### src/rtl/hbc_pkg.sv
// Package with shared types and codes of the histogram bin counter
`timescale 1ns / 1ps

package hbc_pkg;

    localparam int unsigned VALUE_W  = 64;
    localparam int unsigned BWIDTH_W = 63;
    localparam int unsigned FUNC_W   = 2;
    localparam int unsigned STATUS_W = 2;
    localparam int unsigned INDEX_W  = 2;
    localparam int unsigned OUT_BIN_W = 8;
    localparam int unsigned OUT_CNT_W = 32;

    typedef enum logic [FUNC_W-1:0] {
        FUNC_ADD    = 2'd0,
        FUNC_REMOVE = 2'd1,
        FUNC_QUERY  = 2'd2,
        FUNC_SPARE  = 2'd3
    } func_t;

    typedef enum logic [STATUS_W-1:0] {
        ST_OK    = 2'd0,
        ST_BELOW = 2'd1,
        ST_SAT   = 2'd2,
        ST_EMPTY = 2'd3
    } status_t;

    typedef enum logic [INDEX_W-1:0] {
        REG_LOW   = 2'd0,
        REG_HIGH  = 2'd1,
        REG_WIDTH = 2'd2,
        REG_NONE  = 2'd3
    } reg_index_t;

endpackage

### src/rtl/hbc_div.sv
// Bounded restoring divider: one quotient bit per cycle, result saturated
`timescale 1ns / 1ps

module hbc_div #(
    parameter int unsigned MAX_BINS = 256
) (
    input  logic                          clk,
    input  logic                          rst_n,
    input  logic                          start,
    input  logic [hbc_pkg::VALUE_W-1:0]   dividend,
    input  logic [hbc_pkg::BWIDTH_W-1:0]  divisor,
    output logic                          done,
    output logic [$clog2(MAX_BINS)-1:0]   quotient
);

    localparam int unsigned IDX_W  = $clog2(MAX_BINS);
    localparam int unsigned QW     = IDX_W + 1;
    localparam int unsigned CMP_W  = hbc_pkg::BWIDTH_W + IDX_W;
    localparam int unsigned STEP_W = $clog2(QW + 1);

    logic [hbc_pkg::VALUE_W-1:0] rem_reg, rem_next;
    logic [CMP_W-1:0]            dvs_reg, dvs_next;
    logic [QW-1:0]               quo_reg, quo_next;
    logic [STEP_W-1:0]           step_reg, step_next;
    logic                        run_reg, run_next;
    logic                        done_reg, done_next;
    logic [hbc_pkg::BWIDTH_W-1:0] w_eff;
    logic                        fits;

    // zero width acts as one
    assign w_eff = (divisor == '0) ? hbc_pkg::BWIDTH_W'(1) : divisor;
    assign fits  = (CMP_W'(rem_reg) >= dvs_reg);

    always_comb
    begin
        rem_next  = rem_reg;
        dvs_next  = dvs_reg;
        quo_next  = quo_reg;
        step_next = step_reg;
        run_next  = run_reg;
        done_next = 1'b0;
        if (start)
        begin
            rem_next  = dividend;
            dvs_next  = {w_eff, IDX_W'(0)};
            quo_next  = '0;
            step_next = STEP_W'(IDX_W);
            run_next  = 1'b1;
        end
        else if (run_reg)
        begin
            if (fits)
            begin
                rem_next = rem_reg - hbc_pkg::VALUE_W'(dvs_reg);
            end
            quo_next = {quo_reg[QW-2:0], fits};
            dvs_next = dvs_reg >> 1;
            if (step_reg == '0)
            begin
                run_next  = 1'b0;
                done_next = 1'b1;
            end
            else
            begin
                step_next = step_reg - STEP_W'(1);
            end
        end
    end

    always_ff @(posedge clk or negedge rst_n)
    begin
        if (!rst_n)
        begin
            run_reg  <= 1'b0;
            done_reg <= 1'b0;
            step_reg <= '0;
        end
        else
        begin
            run_reg  <= run_next;
            done_reg <= done_next;
            step_reg <= step_next;
        end
    end

    always_ff @(posedge clk)
    begin
        rem_reg <= rem_next;
        dvs_reg <= dvs_next;
        quo_reg <= quo_next;
    end

    assign done     = done_reg;
    assign quotient = (quo_reg > QW'(MAX_BINS - 1)) ? IDX_W'(MAX_BINS - 1)
                                                    : quo_reg[IDX_W-1:0];

endmodule

### config.mk
export PLATFORM = sky130hd
export DESIGN_NAME = hbc_div
export DESIGN_NICKNAME = d
export VERILOG_FILES = /design/src/rtl/hbc_pkg.sv /design/src/rtl/hbc_div.sv
export SDC_FILE = /design/constraint.sdc
export NUM_CORES = 1
export LEC_CHECK = 0
export BUFFER_PORTS_ARGS = -buffer_cell sky130_fd_sc_hd__buf_2
export CAP_MARGIN = 20
export CORE_ASPECT_RATIO = 0.8
export CORE_UTILIZATION = 30
export DETAILED_ROUTE_END_ITERATION = 12
export PLACE_DENSITY = 0.57
export SLEW_MARGIN = 40
export SYNTH_ARGS = -nofsm -noshare
export SYNTH_HDL_FRONTEND = slang
export SYNTH_SLANG_ARGS = --single-unit
export TNS_END_PERCENT = 1
### constraint.sdc
create_clock -name clk -period 9.9 [get_ports clk]
set_clock_uncertainty 0.2 [all_clocks]
set_input_delay 1.485 -clock clk [delete_from_list [all_inputs] [get_ports clk]]
set_output_delay 1.485 -clock clk [all_outputs]
set_load 0.02 [all_outputs]
Word level (Yosys, flattened, before mapping)

Index checks and enable logic that the tools add are counted.

Register bits: 150
Word-level logic and storage cells: 34
Output and inout port bits: 9

Reductions and logical operators: 6
$lt $le $gt $ge: 2
Add/sub/neg operators: 2
Equal/unequal tests: 1
Mux-type cells: 16

Operator list:

| cell                | number |
|---|---|
| $mux 64             | 3 |
| $mux 71             | 2 |
| $ge 64x71->1        | 1 |
| $sub 64x64->64      | 1 |
| $logic_not 63->1    | 1 |
| $mux 63             | 1 |
| $mux 4              | 3 |
| $gt 9x8->1 const B  | 1 |
| $mux 8              | 1 |
| $mux 1              | 6 |
| $logic_not 4->1     | 1 |
| $reduce_and 2->1    | 2 |
| $reduce_bool 2->1   | 2 |
| $sub 4x1->4 const B | 1 |
| $ne 2x2->1 const B  | 1 |

Longest topological paths before layout

Gate-level depths: netlist (run 1).

Word-level depth: 4
Mapped depth: 14
Mapped depth without buffers: 14

Worst setup path after synthesis (run 1)

OpenSTA, ideal clock, no wires.

Path type: flip-flop to flip-flop
Start: reg rem_reg[19] (netlist name)
End: reg rem_reg[0] (netlist name), enable pin
Cell stages (with the launch flop): 13
Arrival: 3.814 ns
Path buffers: 1
Setup time: 0.426 ns
Setup slack: 5.460 ns
Cells stage by stage: edfxtp_1 > ha_1 > clkbuf_1 > nand2_1 > nor4_2 > a221oi_1 > o21a_1 > a211oi_2 > o21ai_4 > nor3_2 > o31ai_1 > a21oi_1 > or2_1

Cells in the longest elaborated chain, start to end: 3

RTL lines:

| element                     | RTL line      | text |
|---|---|---|
| start, declared             | hbc_div.sv:21 | `logic [hbc_pkg::VALUE_W-1:0] rem_reg, rem_next;` |
| start signal, assigned      | hbc_div.sv:88 | `rem_reg <= rem_next;` |
| $ge 64x71->1                | hbc_div.sv:32 | `assign fits = (CMP_W'(rem_reg) >= dvs_reg);` |
| $reduce_bool 2->1 (no line) | --            |  |
| $reduce_and 2->1 (no line)  | --            |  |

Every way passes these cells.
A chain may end at the register's enable or synchronous reset.

Final worst setup path (run 1)

Start: reg dvs_reg[6]
End: reg rem_reg[18] (netlist name), enable pin

Cells in the longest elaborated chain, start to end: 3

RTL lines:

| element                     | RTL line      | text |
|---|---|---|
| start, declared             | hbc_div.sv:22 | `logic [CMP_W-1:0] dvs_reg, dvs_next;` |
| start signal, assigned      | hbc_div.sv:89 | `dvs_reg <= dvs_next;` |
| $ge 64x71->1                | hbc_div.sv:32 |  |
| $reduce_bool 2->1 (no line) | --            |  |
| $reduce_and 2->1 (no line)  | --            |  |

Every way passes these cells.

==> results summary, run 1 <==
The maximum buffer depth of the clock tree came out at 2. The initial detailed-routing violation count came out at 783. The area of the die came out at 35,100 sq um. The count of distinct cell types in the synthesized netlist is 66. Across all hold checks on the routed design, the worst slack comes to 0.313 ns. After the flow finishes, the layout carries non-filler instances totaling 1,640. After synthesis, the share of cell area in mux cells is 0.0217. The H-tree depth reported by CTS is 4. The total standard cell area after synthesis is 10,300 sq um. Sorting the synthesized cells by area gives the leading types as edfxtp_1, ha_1, a22o_1, nand2_1, o21ai_0. The per-cell routed wire length is 18.9 um. The global-route wire length before repair came out at 48,500 um.

The run finished with clean final reports. The compound-gate portion of the synthesized area came out at 0.240. The worst path in the final design needs a cycle of 4.62 ns, including I/O delays and setup. The average instance in the mapped netlist occupies 9.45 sq um. The count of antenna diodes in the layout is 0. The number of detailed-routing iterations run before antenna repair came out at 5. The floorplan has 60 rows. The clock-pin slew on the worst setup and hold paths is 0.08 ns. The number of input and output port buffers inserted came out at 138. STA classifies the critical path endpoint as a flip-flop. The number of antenna violations at the first check in global routing was 0. The total power divided by cell area came out at 288 nW/um^2. The max capacitance violation total came out at 0. The number of setup buffers added after CTS is 0.

For this run, the total global-route usage over all layers was measured as 0.179. The total of flip-flops plus latches after synthesis came out at 150. The number of gates resized after CTS was 0. The number of sinks driven by the clock tree is 150. The arrival time at the worst endpoint came out at 4.49 ns. The final routed DRC violation total is 0.

The die width came out at 209 um. Summing over every cut layer, the via total after detailed routing is 8,668. The via count of the first global-routing pass is 8,430. The number of failing hold endpoints at the final stage was 0. The per-cell via count in the routed design is 5.29. The top achievable clock speed is 0.216 GHz. The clock tree from TritonCTS is built.

The layout has 3,462 filler cells. The starting density of the core came out at 0.306. During I/O placement, the number of pins put on the boundary was 139.

The remaining antenna violation count after routing is 0. The die outline height is 168 um. The count of final max-slew check failures came out at 0. The critical path is of the reg -> reg type.

The critical path goes through inv_1 -> ha_1 -> and3_1 -> o2111ai_1 -> a21boi_0 -> o311ai_2 -> a211oi_2 -> o21ai_4 -> nor3_2 -> o31ai_1 -> a21oi_1 -> or2_2 -> buf_4. The worst-skew pair later-pin latency came out at 0.44 ns. For this run, the slowest stage of the critical path takes 0.61 ns. Entering global routing, the biggest net connects 64 pins. The number of nets in the synthesized netlist came out at 1,288. The slew at the pin closest to its max-slew limit is 0.775 ns. The post-route fraction of the period consumed by the critical path is 0.467. IR analysis of the VDD net gives a maximum drop of 0.149 mV. STA classifies the critical path startpoint as a flip-flop.

The adder-cell area share of the yosys netlist is 0.0821. For this run, the register share of the synthesized area comes to 0.418. The number of buffers added to fix hold violations after cts is 0. The sum of negative setup slack is 0 ns. The total grt overflow is 0. The number of instances in the synthesized netlist is 1,091. The slowest stage of the critical path belongs to the cell or2_2. The register with the most flip-flops in the layout has 71 of them. For this run, the leading register cell type out of synthesis is edfxtp_1. The xor/xnor share of the synthesized area is 0.0493. The min-delay analysis places its worst path in the category reg -> reg.

The synthesized-area fraction occupied by and/or/nand/nor cells came out at 0.136. The leakage power of the design came out at 0.00516 uW. The relative slew slack came out at 0.483. The synthesis-to-finish area growth came out at 16.1%. The post-synthesis async set-or-reset flop share came out at 0.0400. Setup repair after global routing left no endpoint under its margin.

The share of synthesized area in the top cell type comes to 0.370. In the final design database the tool counted 1,390 nets. The placer congestion estimate came out at 0.892. Setup violations remaining at the end of the flow were counted as 0. The final layout contains routed wiring with a total length of 31,000 um. The largest area contributor in the synthesized netlist is edfxtp_1.

The number of placed instances, taps included came out at 1,608. In this run the worst path has a maximum fanout of 37. The root buffer cell chosen for the clock tree is clkbuf_16.

The combinational family with the most area after synthesis is compound AO/OA/AOI/OAI gates. The core region is 33,700 sq um. In the final layout, the share of cells above drive strength 1 is 0.185. The clock buffer count from CTS came out at 17. The data required time at the worst endpoint came out at 9.77 ns.

The number of enable-type register cells in the synthesized netlist came out at 127. The core utilization of the finished layout came out at 0.355. The HPWL reported at the end of detailed placement came out at 23,400 um. The total of warnings raised by yosys came out at 0.
==> cell type report <==
cell class,instances,area (sq um),share of cell area
Tap cell,434,543,0.0454
Clock inverter,15,160,0.0134
Inverter,81,304,0.0254
Multi-Input combinational cell,798,5480,0.458
Clock buffer,17,425,0.0356
Timing Repair Buffer,145,749,0.0626
Sequential cell,150,4300,0.360
==> cell families after synthesis <==
kind of cell	count (synthesis)
buf+inv	143
fa+ha+maj	67
flops	150
compound gates	359
xor+xnor	58
mux	22
simple gates	292
==> metal layers <==
| layer | part of all wire | vias up | GRT usage |
|---|---|---|---|
| li1 | - | 4247 | - |
| met1 | 0.51 | 4124 | 0.265 |
| met2 | 0.43 | 276 | 0.268 |
| met3 | 0.053 | 21 | 0.0291 |
| met4 | 0.016 | 0 | 0.0457 |
| met5 | 0 | - | 0 |
==> power by group <==
| part | switching, uW | internal (uW) | total, uW |
|---|---|---|---|
| registers | 72.4 | 905 | 978 |
| clock network | 314 | 338 | 652 |
| logic | 1090 | 725 | 1810 |
==> cells in the final DEF (no fill, tap or decap), types with 4 or more instances in the layout <==
cell type,Yosys,final
nand4_1,29,29
nor2_1,53,52
and3_1,8,8
xnor2_1,39,39
dfrtp_1,6,6
inv_6,0,5
o21a_1,11,11
mux2i_1,19,19
o21ai_1,11,11
o31ai_1,4,4
edfxtp_1,127,127
nor4_1,25,24
buf_4,0,7
nor3_1,9,9
clkbuf_16,0,17
o21ai_0,84,84
ha_1,66,66
o21bai_1,15,15
inv_8,0,4
nand2_1,117,117
buf_2,6,137
nand3_1,12,12
xor2_1,19,19
nor2b_1,6,5
or2_2,11,12
dfxtp_1,17,17
a22o_1,61,61
nand2b_1,4,4
a21o_1,46,46
a31o_2,4,4
a21oi_1,72,72
a31oi_1,10,10
a211oi_1,4,4
inv_1,80,80
==> final timing paths <==
kind / start / end / slack, ns / cells after the start
min in group asynchronous: rst_n / done / 0.66 / 1
min reg2reg: dvs_reg[0] / dvs_reg[0] / 0.31 / 2
max: dvs_reg[6] / rem_reg[18] / 5.28 / 13
max reg2reg: dvs_reg[6] / rem_reg[18] / 5.28 / 13
min: dvs_reg[0] / dvs_reg[0] / 0.31 / 2
max in group asynchronous: rst_n / run_reg / 8.68 / 1
==> worst max-delay path: cells and delay by family (launching register included) <==
family / cells / cell delay [ns]
AND/OR/NAND/NOR: 3 / 1.03
buffers and inverters: 2 / 0.66
flip-flops: 1 / 0.35
AO/OA/AOI/OAI: 7 / 1.58
adder cells (fa/ha/maj): 1 / 0.38
==> synth_stat cells, drive strengths merged (8+ instances only) <==
library cell	n
buf	8
a31oi	10
clkbuf	54
edfxtp	127
nor4	26
xnor2	39
or2	12
a22o	61
o21bai	15
ha	66
and3	8
nand3	12
mux2i	19
nand2	117
nor2	53
inv	81
a21oi	75
xor2	19
o21a	11
o21ai	98
dfxtp	17
nand4	29
a21o	46
nor3	11
==> stage by stage <==
step                      area (sq um)  setup WS, ns  total power (uW)
final                            12000          5.28              3440
after global routing             12000          4.96              3690
after CTS                        12000          5.23              3440
after detailed placement         11400          5.27              2770
after global placement           11400          4.99              2770
after floorplan                  10300          5.46              2340
No activity file was read; power rests on OpenSTA's default activity.
==> run 2: changes to the inputs <==
Clock period 9.9 ns to 4.7 ns, I/O delays scaled along.
==> run 2 against run 1 <==
Clock power rose by 110%; worst setup slack got worse by 4.5 ns; sequential share of layout area fell by 0.10 points; via count rose by 0.51%; design area rose by 0.28%; global-route usage fell by 0.12 points; count of clock-buffer cells in the layout did not move; total power rose by 110%; combinational power rose by 110%; flip-flop and latch count did not move; largest power group unchanged.
==> results summary, run 2 (synthesized netlist as in run 1, its figures left out) <==
The flow ran to the end, and the final reports show no timing, DRC or antenna violations. The number of top-level pins is 139. The slack of the worst reg-to-reg path is 0.75 ns. The number of detailed-routing iterations run before antenna repair is 5. The total wire length after detailed routing came out at 31,100 um.

The clock buffer count from CTS came out at 17. The pin count of the biggest net entering global routing is 99. The number of failing hold endpoints at the final stage came out at 0. The flip-flop count of the largest register after layout came out at 71. TritonCTS built the clock tree. The first global-routing pass estimated 48,000 um of wire.

The die outline height is 168 um. Clock-pin slew was measured on the worst setup and hold paths at 0.07 ns. The congestion estimate from routability-driven global placement came to 0.906. The number of buffers added to fix hold violations after cts is 1. The worst setup path is captured at a flip-flop.

For this design the ratio of total power to cell area is 606 nW/um^2. The post-route fraction of the period consumed by the critical path came out at 0.839. Clock tree synthesis selected as its root buffer the cell clkbuf_16. In this run the worst path has a maximum fanout of 38. The number of setup buffers added after CTS came out at 0.

Dividing the detail-routed via count by the number of cells gives 5.30. The slew at the pin closest to its max-slew limit came out at 0.774 ns. Setup repair after global routing left no endpoint under its margin. The shortest period the worst path allows came out at 3.95 ns. The number of antenna violations at the first check in global routing is 1. The remaining antenna violation count after routing came out at 0.

The starting density of the core is 0.306. The worst setup path is launched from a flip-flop. At the worst endpoint, the required time is 4.57 ns.

The leakage power of the design came out at 0.00518 uW. Dividing the detail-routed wire length by the instance count gives 18.9 um. The die covers 35,100 sq um. The count of filler cells inserted in the layout is 3,406. The number of input and output port buffers inserted is 138. The critical path contains buffers and inverters numbering 2 combined. The core utilization of the finished layout came out at 0.356. The synthesis-to-finish area growth is 16.4%. The global routing usage summed across all routing layers came out at 0.178. The library cell used most frequently in the layout, excluding fill and tap cells, is buf_2. The critical path in this run is classified as reg -> reg. The HPWL reported at the end of detailed placement is 23,700 um. The number of instances resized during post-cts repair came out at 0. The count of final max-slew check failures is 0.

The via count of the first global-routing pass is 8,358. The initial detailed-routing violation count came out at 620. Derived from the worst setup path, the maximum achievable clock frequency is 0.253 GHz.

The worst hold path belongs to the class reg -> reg. The maximum resistive drop on vdd is 0.324 mV. The sum of negative setup slack came out at 0 ns. The final setup violation count came out at 0. At the worst endpoint, the arrival time is 3.82 ns. The standard cell core area is 33,700 sq um.

The number of cell rows is 60. In this design, the stage delay of the slowest critical-path cell is 0.47 ns. The max capacitance violation total came out at 0.

Leaving out fill and tap cells, the most frequent cells in the layout are buf_2, edfxtp_1, nand2_1, o21ai_0, inv_1. The number of sinks driven by the clock tree is 150. The cell with the biggest individual delay on the critical path is buf_4.

The clock reaches the later pin of the worst-skew pair after 0.44 ns. Traced cell by cell, the critical path runs through inv_1 -> ha_1 -> nand4_1 -> nor4_2 -> a221oi_1 -> o21a_1 -> a211oi_2 -> o21ai_4 -> nor3_2 -> o31ai_1 -> a21oi_1 -> or2_2 -> buf_4. Global routing finished with a remaining overflow of 0.

The H-tree depth reported by CTS came out at 4. The clock passes through at most 2 buffers. The final routed DRC violation total is 0.

The die width came out at 209 um. Of the cells placed in the final design, the portion with a size suffix greater than 1 is 0.187. The relative slew slack is 0.484. The via count of the routed design is 8,712. In this design, the largest share of critical-path delay is due to compound AO/OA/AOI/OAI gates. The net count reported at finish came out at 1,394.
-- run 2: path summary, 6_finish.rpt --
check,cells past startpoint,endpoint,start
max,13,rem_reg[18],dvs_reg[26]
min,2,quo_reg[4],quo_reg[4]
max reg2reg,13,rem_reg[18],dvs_reg[26]
min reg2reg,2,quo_reg[4],quo_reg[4]
max in group asynchronous,2,step_reg[2],rst_n
min in group asynchronous,2,step_reg[1],rst_n
-- run 2: per-stage QoR --
step / area [sq um] / hold WS, ns / setup slack, ns / total power [uW] / std cells
detailed placement: 11400 / 0.308 / 0.754 / 5850 / 1611
global route: 12000 / 0.349 / 0.527 / 7800 / 1645
CTS: 12000 / 0.325 / 0.757 / 7260 / 1644
global placement: 11400 / 0.297 / 0.792 / 5860 / 1611
finish: 12000 / 0.322 / 0.755 / 7280 / 1645
floorplan: 10300 / 0.209 / 0.260 / 4920 / 1091
-- run 2: area by class of cell --
class,count,area [sq um],share of cell area
Multi-Input combinational cell,798,5480,0.457
Sequential cell,150,4300,0.359
Timing Repair Buffer,149,795,0.0662
Tap cell,434,543,0.0453
Clock buffer,17,425,0.0355
Inverter,81,304,0.0253
Clock inverter,15,144,0.0120
Antenna cell,1,2.50,0.000209
-- run 2: metal layers --
layer	track usage	routed length, um	up-vias
met5	0	0	-
met4	0.0659	857	0
met3	0.0313	1420	40
met2	0.256	13000	248
met1	0.262	15900	4171
li1	-	-	4253
-- run 2: where the power goes --
group	internal, uW	leakage [uW]	switching [uW]
clock	741	0.000278	628
sequential	1910	0.00154	151
combinational	1530	0.00336	2320
total	4180	0.00518	3100
-- run 2: tightest hold or removal path, cell delays in order, from the launching register on --
cell	delay (ns)
dfxtp_1	0.34
mux2i_1	0.07
nor2_1	0.07
